<file path="src/hdl/go_to_goal_pose_controller_top_macros.svh">
// ----------------------------------------------------------------------------
// Assertion macros for the go-to-goal pose controller
// Concurrent checks that compile away in synthesis.
// ----------------------------------------------------------------------------
`ifndef GO_TO_GOAL_POSE_CONTROLLER_TOP_MACROS_SVH
`define GO_TO_GOAL_POSE_CONTROLLER_TOP_MACROS_SVH
`ifndef SYNTHESIS
`define GGPC_ASSERT_IMP(label, clk, rst_n, ante, cons) \
    label: assert property (@(posedge clk) disable iff (!rst_n) (ante) |-> (cons)) \
        else $error("assertion failed");
`define GGPC_ASSERT_NEXT(label, clk, rst_n, ante, cons) \
    label: assert property (@(posedge clk) disable iff (!rst_n) (ante) |=> (cons)) \
        else $error("assertion failed");
`else
`define GGPC_ASSERT_IMP(label, clk, rst_n, ante, cons)
`define GGPC_ASSERT_NEXT(label, clk, rst_n, ante, cons)
`endif
`endif

</file>
<file path="src/hdl/ggpc_pkg.sv">
`timescale 1ns / 1ps
// ----------------------------------------------------------------------------
// ggpc_pkg
// Types, widths and constants of the go-to-goal pose controller.
// ----------------------------------------------------------------------------
package ggpc_pkg;
    localparam int W_XY = 28;
    localparam int W_Z  = 28;
    localparam int W_DIST = 18;
    localparam logic signed [W_Z-1:0] HALF_PI_Q24 = 28'sd26353589;
    localparam logic [19:0] GAIN_COMP_Q20 = 20'd636751;

    typedef enum logic [2:0] {
        REG_GOAL_X      = 3'd0,
        REG_GOAL_Y      = 3'd1,
        REG_GAIN        = 3'd2,
        REG_SPEED_LIMIT = 3'd3,
        REG_DIST_TOL    = 3'd4,
        REG_HEAD_TOL    = 3'd5
    } t_reg_idx;

    typedef struct packed {
        logic                   valid;
        logic signed [W_XY-1:0] x;
        logic signed [W_XY-1:0] y;
        logic signed [W_Z-1:0]  z;
        logic signed [12:0]     heading;
    } t_cell_data;

    typedef struct packed {
        logic [12:0] gain;
        logic [14:0] speed_limit;
        logic [14:0] dist_tol;
        logic [12:0] head_tol;
    } t_post_cfg;

    function automatic logic signed [W_Z-1:0] atan_q24(input int idx);
        logic signed [W_Z-1:0] v;
        case (idx)
            0:  v = 28'sd13176795;
            1:  v = 28'sd7778716;
            2:  v = 28'sd4110060;
            3:  v = 28'sd2086331;
            4:  v = 28'sd1047214;
            5:  v = 28'sd524117;
            6:  v = 28'sd262123;
            7:  v = 28'sd131069;
            8:  v = 28'sd65536;
            9:  v = 28'sd32768;
            10: v = 28'sd16384;
            11: v = 28'sd8192;
            12: v = 28'sd4096;
            13: v = 28'sd2048;
            14: v = 28'sd1024;
            15: v = 28'sd512;
            16: v = 28'sd256;
            17: v = 28'sd128;
            18: v = 28'sd64;
            default: v = 28'sd32;
        endcase
        return v;
    endfunction
endpackage

</file>
<file path="src/hdl/ggpc_pose_if.sv">
`timescale 1ns / 1ps
// ----------------------------------------------------------------------------
// ggpc_pose_if
// Pose item channel: valid, ready and position plus heading.
// ----------------------------------------------------------------------------
interface ggpc_pose_if;
    logic               valid;
    logic               ready;
    logic signed [15:0] pos_x;
    logic signed [15:0] pos_y;
    logic signed [12:0] heading;
    modport source (output valid, output pos_x, output pos_y, output heading, input ready);
    modport sink   (input valid, input pos_x, input pos_y, input heading, output ready);
endinterface

</file>
<file path="src/hdl/ggpc_cmd_if.sv">
`timescale 1ns / 1ps
// ----------------------------------------------------------------------------
// ggpc_cmd_if
// Drive command channel: valid, ready and the two speeds.
// ----------------------------------------------------------------------------
interface ggpc_cmd_if;
    logic        valid;
    logic        ready;
    logic [14:0] linear_speed;
    logic [12:0] angular_speed;
    modport source (output valid, output linear_speed, output angular_speed, input ready);
    modport sink   (input valid, input linear_speed, input angular_speed, output ready);
endinterface

</file>
<file path="src/hdl/ggpc_prerot.sv">
`timescale 1ns / 1ps
// ----------------------------------------------------------------------------
// ggpc_prerot
// Goal offset, guard scaling and quarter turn into the right half plane.
// ----------------------------------------------------------------------------
module ggpc_prerot (
    input  logic                    i_clk,
    input  logic                    i_rst_n,
    input  logic                    i_en,
    input  logic                    i_valid,
    input  logic signed [15:0]      i_pos_x,
    input  logic signed [15:0]      i_pos_y,
    input  logic signed [12:0]      i_heading,
    input  logic [13:0]             i_goal_x,
    input  logic [13:0]             i_goal_y,
    output ggpc_pkg::t_cell_data    o_data
);
    import ggpc_pkg::*;

    logic signed [16:0]     dx, dy;
    logic signed [W_XY-1:0] sx, sy;
    t_cell_data             n_data, r_data;

    assign dx = $signed({3'b000, i_goal_x}) - 17'(i_pos_x);
    assign dy = $signed({3'b000, i_goal_y}) - 17'(i_pos_y);
    assign sx = W_XY'(dx) <<< 8;
    assign sy = W_XY'(dy) <<< 8;

    always_comb begin
        n_data.valid   = i_valid;
        n_data.heading = i_heading;
        n_data.x = sx;
        n_data.y = sy;
        n_data.z = '0;
        if (sx < 0) begin
            if (sy >= 0) begin
                n_data.x = sy;
                n_data.y = -sx;
                n_data.z = HALF_PI_Q24;
            end else begin
                n_data.x = -sy;
                n_data.y = sx;
                n_data.z = -HALF_PI_Q24;
            end
        end
    end

    always_ff @(posedge i_clk) begin
        if (!i_rst_n) begin
            r_data.valid <= 1'b0;
        end else if (i_en) begin
            r_data.valid <= n_data.valid;
        end
        if (i_en) begin
            r_data.x       <= n_data.x;
            r_data.y       <= n_data.y;
            r_data.z       <= n_data.z;
            r_data.heading <= n_data.heading;
        end
    end

    assign o_data = r_data;
endmodule

</file>
<file path="src/hdl/ggpc_cordic_cell.sv">
`timescale 1ns / 1ps
// ----------------------------------------------------------------------------
// ggpc_cordic_cell
// One vectoring micro-rotation, registered.
// ----------------------------------------------------------------------------
module ggpc_cordic_cell #(
    parameter int STAGE = 0
) (
    input  logic                 i_clk,
    input  logic                 i_rst_n,
    input  logic                 i_en,
    input  ggpc_pkg::t_cell_data i_data,
    output ggpc_pkg::t_cell_data o_data
);
    import ggpc_pkg::*;

    localparam logic signed [W_Z-1:0] ANGLE = atan_q24(STAGE);

    logic signed [W_XY-1:0] xs, ys;
    t_cell_data             n_data, r_data;

    assign xs = i_data.x >>> STAGE;
    assign ys = i_data.y >>> STAGE;

    always_comb begin
        n_data = i_data;
        if (i_data.y >= 0) begin
            n_data.x = i_data.x + ys;
            n_data.y = i_data.y - xs;
            n_data.z = i_data.z + ANGLE;
        end else begin
            n_data.x = i_data.x - ys;
            n_data.y = i_data.y + xs;
            n_data.z = i_data.z - ANGLE;
        end
    end

    always_ff @(posedge i_clk) begin
        if (!i_rst_n) begin
            r_data.valid <= 1'b0;
        end else if (i_en) begin
            r_data.valid <= n_data.valid;
        end
        if (i_en) begin
            r_data.x       <= n_data.x;
            r_data.y       <= n_data.y;
            r_data.z       <= n_data.z;
            r_data.heading <= n_data.heading;
        end
    end

    assign o_data = r_data;
endmodule

</file>
<file path="src/hdl/ggpc_post.sv">
`timescale 1ns / 1ps
// ----------------------------------------------------------------------------
// ggpc_post
// Gain removal, bearing rounding, decision and speed saturation.
// ----------------------------------------------------------------------------
module ggpc_post (
    input  logic                 i_clk,
    input  logic                 i_rst_n,
    input  logic                 i_en,
    input  ggpc_pkg::t_cell_data i_data,
    input  ggpc_pkg::t_post_cfg  i_cfg,
    output logic                 o_valid,
    output logic [14:0]          o_linear_speed,
    output logic [12:0]          o_angular_speed
);
    import ggpc_pkg::*;

    // stage A
    logic [W_XY-2:0]        xc;
    logic signed [W_Z-1:0]  zr;
    logic signed [13:0]     bear;
    logic signed [14:0]     err;
    logic [14:0]            aerr;
    logic                   r_a_valid;
    logic [W_XY+18:0]       r_a_prod;
    logic [12:0]            r_a_err;
    // stage B
    logic [W_XY+18:0]       rnd;
    logic [W_DIST-1:0]      distance;
    logic                   r_b_valid, r_b_move, r_b_turn;
    logic [W_DIST+12:0]     r_b_lprod;
    logic [12:0]            r_b_err;
    // stage C
    logic [W_DIST+2:0]      lin;
    logic [14:0]            n_lin;
    logic [12:0]            n_ang;
    logic                   r_valid;
    logic [14:0]            r_lin;
    logic [12:0]            r_ang;

    assign xc   = i_data.x[W_XY-1] ? '0 : i_data.x[W_XY-2:0];
    assign zr   = i_data.z + W_Z'(1 << 13);
    assign bear = 14'(zr >>> 14);
    assign err  = 15'(bear) - 15'(i_data.heading);
    assign aerr = err[14] ? 15'(-err) : 15'(err);

    always_ff @(posedge i_clk) begin
        if (!i_rst_n) begin
            r_a_valid <= 1'b0;
        end else if (i_en) begin
            r_a_valid <= i_data.valid;
        end
        if (i_en) begin
            r_a_prod <= (W_XY+19)'(xc) * (W_XY+19)'(GAIN_COMP_Q20);
            r_a_err  <= aerr[12:0];
        end
    end

    assign rnd      = r_a_prod + (W_XY+19)'(1 << 27);
    assign distance = W_DIST'(rnd >> 28);

    always_ff @(posedge i_clk) begin
        if (!i_rst_n) begin
            r_b_valid <= 1'b0;
        end else if (i_en) begin
            r_b_valid <= r_a_valid;
        end
        if (i_en) begin
            r_b_move  <= distance > W_DIST'(i_cfg.dist_tol);
            r_b_turn  <= r_a_err > i_cfg.head_tol;
            r_b_lprod <= (W_DIST+13)'(i_cfg.gain) * (W_DIST+13)'(distance);
            r_b_err   <= r_a_err;
        end
    end

    assign lin = (W_DIST+3)'(r_b_lprod >> 10);

    always_comb begin
        n_lin = '0;
        n_ang = '0;
        if (r_b_move) begin
            if (r_b_turn) begin
                n_ang = r_b_err;
            end else if (lin > (W_DIST+3)'(i_cfg.speed_limit)) begin
                n_lin = i_cfg.speed_limit;
            end else begin
                n_lin = lin[14:0];
            end
        end
    end

    always_ff @(posedge i_clk) begin
        if (!i_rst_n) begin
            r_valid <= 1'b0;
        end else if (i_en) begin
            r_valid <= r_b_valid;
        end
        if (i_en) begin
            r_lin <= n_lin;
            r_ang <= n_ang;
        end
    end

    assign o_valid         = r_valid;
    assign o_linear_speed  = r_lin;
    assign o_angular_speed = r_ang;
endmodule

</file>
<file path="src/hdl/go_to_goal_pose_controller_top.sv">
`timescale 1ns / 1ps
// ----------------------------------------------------------------------------
// go_to_goal_pose_controller_top
// Proportional go-to-goal controller on a pipelined vectoring CORDIC.
// ----------------------------------------------------------------------------
// One pose item in, one drive command item out. The block accepts a pose every
// cycle unless a finished command waits unaccepted; each item passes one
// pre-rotation stage, one cell per CORDIC iteration and three stages for gain
// removal, decision and saturation. The whole pipeline advances together
// and freezes only while a finished command waits at the output unaccepted.
// Configuration writes take effect at once; write them only while idle.
`include "go_to_goal_pose_controller_top_macros.svh"
module go_to_goal_pose_controller_top #(
    parameter int CORDIC_STAGES = 14
) (
    input  logic        i_clk,
    input  logic        i_rst_n,
    input  logic        i_cfg_we,
    input  logic [2:0]  i_cfg_index,
    input  logic [14:0] i_cfg_data,
    ggpc_pose_if.sink   s_pose,
    ggpc_cmd_if.source  m_cmd
);
    import ggpc_pkg::*;

    logic [13:0] r_goal_x, r_goal_y;
    logic [12:0] r_gain, r_head_tol;
    logic [14:0] r_speed_limit, r_dist_tol;

    logic        advance;
    t_cell_data  chain [0:CORDIC_STAGES];
    t_post_cfg   post_cfg;

    // Register file: mask to width, ignore unknown indexes.
    always_ff @(posedge i_clk) begin
        if (!i_rst_n) begin
            r_goal_x      <= 14'd1024;
            r_goal_y      <= 14'd1024;
            r_gain        <= 13'd1024;
            r_speed_limit <= 15'd1024;
            r_dist_tol    <= 15'd102;
            r_head_tol    <= 13'd205;
        end else if (i_cfg_we) begin
            case (i_cfg_index)
                REG_GOAL_X:      r_goal_x      <= i_cfg_data[13:0];
                REG_GOAL_Y:      r_goal_y      <= i_cfg_data[13:0];
                REG_GAIN:        r_gain        <= i_cfg_data[12:0];
                REG_SPEED_LIMIT: r_speed_limit <= i_cfg_data;
                REG_DIST_TOL:    r_dist_tol    <= i_cfg_data;
                REG_HEAD_TOL:    r_head_tol    <= i_cfg_data[12:0];
                default: ;
            endcase
        end
    end

    // Advance everything unless the output holds an item nobody took.
    assign advance      = !m_cmd.valid || m_cmd.ready;
    assign s_pose.ready = advance;

    ggpc_prerot u_prerot (
        .i_clk     (i_clk),
        .i_rst_n   (i_rst_n),
        .i_en      (advance),
        .i_valid   (s_pose.valid),
        .i_pos_x   (s_pose.pos_x),
        .i_pos_y   (s_pose.pos_y),
        .i_heading (s_pose.heading),
        .i_goal_x  (r_goal_x),
        .i_goal_y  (r_goal_y),
        .o_data    (chain[0])
    );

    // Row of micro-rotation cells, one per iteration.
    for (genvar g = 0; g < CORDIC_STAGES; g++) begin : g_cell
        ggpc_cordic_cell #(.STAGE(g)) u_cell (
            .i_clk   (i_clk),
            .i_rst_n (i_rst_n),
            .i_en    (advance),
            .i_data  (chain[g]),
            .o_data  (chain[g+1])
        );
    end

    assign post_cfg.gain        = r_gain;
    assign post_cfg.speed_limit = r_speed_limit;
    assign post_cfg.dist_tol    = r_dist_tol;
    assign post_cfg.head_tol    = r_head_tol;

    ggpc_post u_post (
        .i_clk           (i_clk),
        .i_rst_n         (i_rst_n),
        .i_en            (advance),
        .i_data          (chain[CORDIC_STAGES]),
        .i_cfg           (post_cfg),
        .o_valid         (m_cmd.valid),
        .o_linear_speed  (m_cmd.linear_speed),
        .o_angular_speed (m_cmd.angular_speed)
    );

    // Never drive and turn at once.
    `GGPC_ASSERT_IMP(a_one_motion, i_clk, i_rst_n, m_cmd.valid, m_cmd.linear_speed == 15'd0 || m_cmd.angular_speed == 13'd0)
    // Linear speed stays within the limit.
    `GGPC_ASSERT_IMP(a_lin_limit, i_clk, i_rst_n, m_cmd.valid, m_cmd.linear_speed <= r_speed_limit)
    // Turning happens only above the heading tolerance.
    `GGPC_ASSERT_IMP(a_turn_tol, i_clk, i_rst_n, m_cmd.valid && m_cmd.angular_speed != 13'd0, m_cmd.angular_speed > r_head_tol)
endmodule

</file>
<file path="src/flat_wrapper.sv">
// flat-port wrapper written by rule: the top's interface ports become plain ports
module go_to_goal_pose_controller_top_flat import ggpc_pkg::*;
#(
    parameter int CORDIC_STAGES = 14
)
  (i_clk, i_rst_n, i_cfg_we, i_cfg_index, i_cfg_data, s_pose_valid, s_pose_pos_x, s_pose_pos_y, s_pose_heading, s_pose_ready, m_cmd_valid, m_cmd_linear_speed, m_cmd_angular_speed, m_cmd_ready);
  ggpc_pose_if s_pose_i ();
  ggpc_cmd_if m_cmd_i ();
  input  logic i_clk;
  input  logic i_rst_n;
  input  logic i_cfg_we;
  input  logic [2:0] i_cfg_index;
  input  logic [14:0] i_cfg_data;
  input wire logic [$bits(s_pose_i.valid)-1:0] s_pose_valid;
  input wire logic [$bits(s_pose_i.pos_x)-1:0] s_pose_pos_x;
  input wire logic [$bits(s_pose_i.pos_y)-1:0] s_pose_pos_y;
  input wire logic [$bits(s_pose_i.heading)-1:0] s_pose_heading;
  output wire logic [$bits(s_pose_i.ready)-1:0] s_pose_ready;
  output wire logic [$bits(m_cmd_i.valid)-1:0] m_cmd_valid;
  output wire logic [$bits(m_cmd_i.linear_speed)-1:0] m_cmd_linear_speed;
  output wire logic [$bits(m_cmd_i.angular_speed)-1:0] m_cmd_angular_speed;
  input wire logic [$bits(m_cmd_i.ready)-1:0] m_cmd_ready;
  assign s_pose_i.valid = s_pose_valid;
  assign s_pose_i.pos_x = s_pose_pos_x;
  assign s_pose_i.pos_y = s_pose_pos_y;
  assign s_pose_i.heading = s_pose_heading;
  assign s_pose_ready = s_pose_i.ready;
  assign m_cmd_valid = m_cmd_i.valid;
  assign m_cmd_linear_speed = m_cmd_i.linear_speed;
  assign m_cmd_angular_speed = m_cmd_i.angular_speed;
  assign m_cmd_i.ready = m_cmd_ready;
  go_to_goal_pose_controller_top #(.CORDIC_STAGES(CORDIC_STAGES)) u_core (.i_clk(i_clk), .i_rst_n(i_rst_n), .i_cfg_we(i_cfg_we), .i_cfg_index(i_cfg_index), .i_cfg_data(i_cfg_data), .s_pose(s_pose_i), .m_cmd(m_cmd_i));
endmodule
</file>
<file path="config.mk">
export PLATFORM = sky130hd
export DESIGN_NAME = go_to_goal_pose_controller_top_flat
export DESIGN_NICKNAME = d
export VERILOG_FILES = /design/src/hdl/ggpc_pkg.sv /design/src/hdl/ggpc_pose_if.sv /design/src/hdl/ggpc_cmd_if.sv /design/src/hdl/ggpc_prerot.sv /design/src/hdl/ggpc_cordic_cell.sv /design/src/hdl/ggpc_post.sv /design/src/hdl/go_to_goal_pose_controller_top.sv /design/src/flat_wrapper.sv
export VERILOG_INCLUDE_DIRS = /design/src /design/src/hdl
export SDC_FILE = /design/constraint.sdc
export NUM_CORES = 2
export LEC_CHECK = 0
export CAP_MARGIN = 20
export CORE_MARGIN = 8
export CORE_UTILIZATION = 55
export CTS_CLUSTER_DIAMETER = 30
export DETAILED_ROUTE_END_ITERATION = 10
export DONT_BUFFER_PORTS = 1
export PLACE_DENSITY = 0.71
export SYNTH_ARGS = -nofsm -noshare
export SYNTH_HDL_FRONTEND = slang
export SYNTH_HIERARCHICAL = 1
export SYNTH_SLANG_ARGS = --single-unit
</file>
<file path="constraint.sdc">
create_clock -name i_clk -period 91.2 [get_ports i_clk]
set_clock_uncertainty 0.1 [all_clocks]
set_input_delay 9.12 -clock i_clk [delete_from_list [all_inputs] [get_ports i_clk]]
set_output_delay 9.12 -clock i_clk [all_outputs]
set_load 0.05 [all_outputs]
</file>
## Word level (Yosys, flattened, before mapping)

Index checks and enable logic that the tools add are counted.

- Add/sub/neg operators: 91
- Multipliers: 2
- Order comparisons: 19
- Equality and inequality tests: 5
- Mux-type cells: 19
- Bitwise gates (word level): 2
- Reductions and logical operators: 13

Operator list:

| kind | number |
|---|---|
| 84-bit two-way mux | 16 |
| 28-bit by 1-bit >= comparator with 1-bit output (second input constant) | 14 |
| 28-bit by 15-bit adder with 28-bit output | 2 |
| 28-bit by 15-bit adder with 28-bit output (second input constant) | 2 |
| 28-bit by 16-bit adder with 28-bit output | 2 |
| 28-bit by 17-bit adder with 28-bit output | 2 |
| 28-bit by 18-bit adder with 28-bit output | 2 |
| 28-bit by 18-bit adder with 28-bit output (second input constant) | 2 |
| 28-bit by 19-bit adder with 28-bit output | 2 |
| 28-bit by 20-bit adder with 28-bit output | 2 |
| 28-bit by 21-bit adder with 28-bit output | 2 |
| 28-bit by 22-bit adder with 28-bit output | 2 |
| 28-bit by 23-bit adder with 28-bit output | 2 |
| 28-bit by 24-bit adder with 28-bit output | 2 |
| 28-bit by 25-bit adder with 28-bit output | 2 |
| 28-bit by 26-bit adder with 28-bit output | 2 |
| 28-bit by 27-bit adder with 28-bit output | 2 |
| 25-bit negator with 28-bit output | 2 |
| 28-bit by 15-bit subtractor with 28-bit output | 2 |
| 28-bit by 16-bit subtractor with 28-bit output | 2 |
| 28-bit by 17-bit subtractor with 28-bit output | 2 |
| 28-bit by 18-bit subtractor with 28-bit output | 2 |
| 28-bit by 18-bit subtractor with 28-bit output (second input constant) | 2 |
| 28-bit by 19-bit subtractor with 28-bit output | 2 |
| 56 further kinds | 77 |

- Flip-flop bits (word level): 1,662
- Bits of input ports: 68
- Output and inout bits: 30
- Logic and storage cells: 244

## Logic depth before layout (Yosys ltp)

- Depth in word-level cells: 4
- Depth in mapped cells: 28

## Modules after synthesis

The synthesis kept the hierarchy.

Modules (own cells, without submodules):

| module | times used | cells each | area each (sq um) | sequential area each (sq um) |
|---|---|---|---|---|
| ggpc_post | 1 | 2,468 | 23,415.0 | 2,942.8 |
| ggpc_cordic_cell at u_core.g_cell[0].u_cell | 1 | 954 | 8,684.6 | 2,902.8 |
| ggpc_cordic_cell at u_core.g_cell[4].u_cell | 1 | 893 | 8,303.0 | 2,932.8 |
| ggpc_cordic_cell at u_core.g_cell[5].u_cell | 1 | 838 | 8,047.7 | 2,932.8 |
| ggpc_cordic_cell at u_core.g_cell[6].u_cell | 1 | 836 | 8,046.5 | 2,932.8 |
| ggpc_cordic_cell at u_core.g_cell[1].u_cell | 1 | 822 | 7,945.1 | 2,932.8 |
| ggpc_cordic_cell at u_core.g_cell[3].u_cell | 1 | 815 | 7,887.6 | 2,932.8 |
| ggpc_cordic_cell at u_core.g_cell[2].u_cell | 1 | 784 | 7,850.0 | 2,932.8 |
| ggpc_cordic_cell at u_core.g_cell[7].u_cell | 1 | 808 | 7,842.5 | 2,932.8 |
| ggpc_cordic_cell at u_core.g_cell[12].u_cell | 1 | 710 | 7,150.6 | 2,932.8 |
| ggpc_cordic_cell at u_core.g_cell[10].u_cell | 1 | 697 | 7,090.6 | 2,932.8 |
| ggpc_cordic_cell at u_core.g_cell[9].u_cell | 1 | 691 | 7,016.7 | 2,932.8 |
| ggpc_cordic_cell at u_core.g_cell[8].u_cell | 1 | 664 | 6,935.4 | 2,932.8 |
| ggpc_cordic_cell at u_core.g_cell[13].u_cell | 1 | 656 | 6,900.4 | 2,932.8 |
| +3 rows | - | - | - | - |

## Worst setup path before layout

OpenSTA, ideal clock, no wires.

- Path kind: input port to output port
- From: input port m_cmd_ready
- To: output port s_pose_ready
- Data arrival time: 45,918 ps
- Path slack: 36,062 ps
- Cell stages on the path: 1
- Path buffers: 0
- Cells stage by stage: nand2b_1

- Cells in the longest elaborated chain, start to end: 1

RTL lines:

| element | RTL line | source |
|---|---|---|
| start: declaration | flat_wrapper.sv:22 | `input wire logic [$bits(m_cmd_i.ready)-1:0] m_cmd_ready;` |
| 1-bit logical OR | go_to_goal_pose_controller_top.sv:57 | `assign advance = !m_cmd.valid \|\| m_cmd.ready;` |
| end: declaration | flat_wrapper.sv:18 | `output wire logic [$bits(s_pose_i.ready)-1:0] s_pose_ready;` |

No other way between the ends.

## Worst setup path after layout

Ends and elaborated chain as after synthesis.

==> metrics <==
outcome complete, no violations; Die Width 506 um; Ports 98; fin. max-slew vios 0; Yosys warnings 6; Buf+Inv Stages, Crit Path 0; H-tree Lvls 5; FF-to-FF End u_core/u_post/r_a_prod[42]$_DFFE_PP_; postcts setup bufs 0; global-route wire length before repair 536000 um; min-delay worst type reg -> reg; R2R Setup Slk 82.93 ns; slowest CP cell nand2b_4; number of routed nets with antenna violations 0; Fmax achieved 0.0533 GHz; hold_buf cts 0; Synth-to-Final Area Change 11.0%; share of cells above drive strength 1 6.58%; GRT Resource Usage Total 25.2%; most frequent cells in the layout 1389 x edfxtp_1, 1334 x ha_1, 1093 x inv_1; Post-Place Worst Slack 72.40 ns; clock latency reported for the late side of the worst-skew pair 0.95 ns; crit-path cells nand2b_4; minimum clock period 18.76 ns; routability cong. 0.960; DP Wirelength 259000 um; Final Net Count 15600; Worst Reg2Reg Path Length in Cells 24; CP startpoint m_cmd_ready; Mapped Avg Cell Area 9.66 um^2; RSZ-0062 raised after global routing false; worst path required time 81.98 ns; Setup TNS 0 ns; number of detailed-route iterations in the first pass 8; wire per inst 19.5 um; starting density of the core 55.2%; initial DRC count 7396; Die Ht 506 um; number of global-route vias before repair 103000; Clock Sinks 1491; largest net degree at the start of global routing 168; Synth Cell Area 0.132 mm^2; setup slack after layout 72.44 ns; post-cts sizing count 0; Final setup viols 0; Arr. time, crit path 9.54 ns; Worst Setup End Kind output port; most common cell after layout, fill and taps aside edfxtp_1; register clock-pin slew on the reported worst setup and hold paths 0.05 ns; total of max-cap violations 0; Vias/cell 5.97; Via Count 103000; crit path capture s_pose_ready; full die area 0.257 mm^2; CTS Buf Count 345; R2R Path Start u_core/g_cell[13].u_cell/o_data[96]$_DFFE_PP_; fillers 19600; Final period util 20.6%; crit path kind in -> out; clock root buffer clkbuf_16; initial antenna violation count 4; final hold viol count 0; Rel. slew slack 24.9%; CP delay by family, top simple AND/OR/NAND/NOR gates; CTS Buffer Depth 4; core area 0.240 mm^2; Port Buffers 0; Worst-Margin Slew 1.13 ns; detailed-route DRC error count 0; crit path max fanout 4; Post-Route WL 335000 um; crit-path max cell delay 0.39 ns; Rows 180; global route overflow 0; TritonCTS clock tree yes; Crit path depth 1; CP Launch Type input pin; Post-Syn Instances 13700
## metal layers
layer	wire (um)	GRT usage, %	vias to the layer above
met3	16300	3.37	791
met5	5	0	-
met2	164000	44.4	2896
li1	-	-	49700
met1	139000	31.0	49500
met4	15500	11.1	2
## metrics by stage
stage / area, um^2 / hold WS (ns) / instances / utilization, %
after floorplan: 133000 / 0.300 / 13800 / -
after global placement: 135000 / 0.301 / 16600 / 56.4
after detailed placement: 135000 / 0.305 / 16600 / 56.4
after CTS: 147000 / 0.297 / 17200 / 61.2
after global routing: 147000 / 0.307 / 17200 / 61.2
final: 147000 / 0.301 / 17200 / 61.2
## worst min path at each step
stage	from	to	slack [ns]	depth (start not counted)
after floorplan	u_core/u_prerot/o_data[0]$_DFFE_PP_	u_core/g_cell[0].u_cell/o_data[0]$_DFFE_PP_	0.30	0
after global placement	u_core/u_prerot/o_data[10]$_DFFE_PP_	u_core/g_cell[0].u_cell/o_data[10]$_DFFE_PP_	0.30	0
after detailed placement	u_core/u_prerot/o_data[10]$_DFFE_PP_	u_core/g_cell[0].u_cell/o_data[10]$_DFFE_PP_	0.30	0
after CTS	u_core/g_cell[3].u_cell/o_data[13]$_DFFE_PP_	u_core/g_cell[4].u_cell/o_data[13]$_DFFE_PP_	0.30	0
after global routing	u_core/g_cell[3].u_cell/o_data[13]$_DFFE_PP_	u_core/g_cell[4].u_cell/o_data[13]$_DFFE_PP_	0.31	0
final	u_core/g_cell[3].u_cell/o_data[13]$_DFFE_PP_	u_core/g_cell[4].u_cell/o_data[13]$_DFFE_PP_	0.30	0
## state kept, by name, summed over array words and instances, names as in the netlist, 13 cells and up
signal                         flops
u_core/u_post/r_a_prod            19
u_core/u_post/o_angular_speed     13
u_core/r_gain                     13
u_core/u_post/o_linear_speed      15
u_core/u_post/r_b_lprod           21
u_core/g_cell.u_cell/o_data     1251
u_core/r_goal_y                   14
u_core/r_head_tol                 13
u_core/u_post/r_a_err             13
u_core/r_goal_x                   14
u_core/u_post/r_b_err             13
u_core/r_speed_limit              15
u_core/r_dist_tol                 15
u_core/u_prerot/o_data            57
## area by class of cell
class	instances	area (um^2)	area share, %
Inverter	1109	4170	2.84
Tap cell	3185	3990	2.71
Sequential cell	1491	43800	29.8
Multi-Input combinational cell	10800	82900	56.5
Antenna cell	2	5.00	0.00341
Timing Repair Buffer	65	549	0.374
Clock inverter	225	2560	1.74
Clock buffer	384	8880	6.05
Power is left out: the tool's default activity adds up to more than one toggle a clock period on the data nets, which glitch-free logic cannot reach.
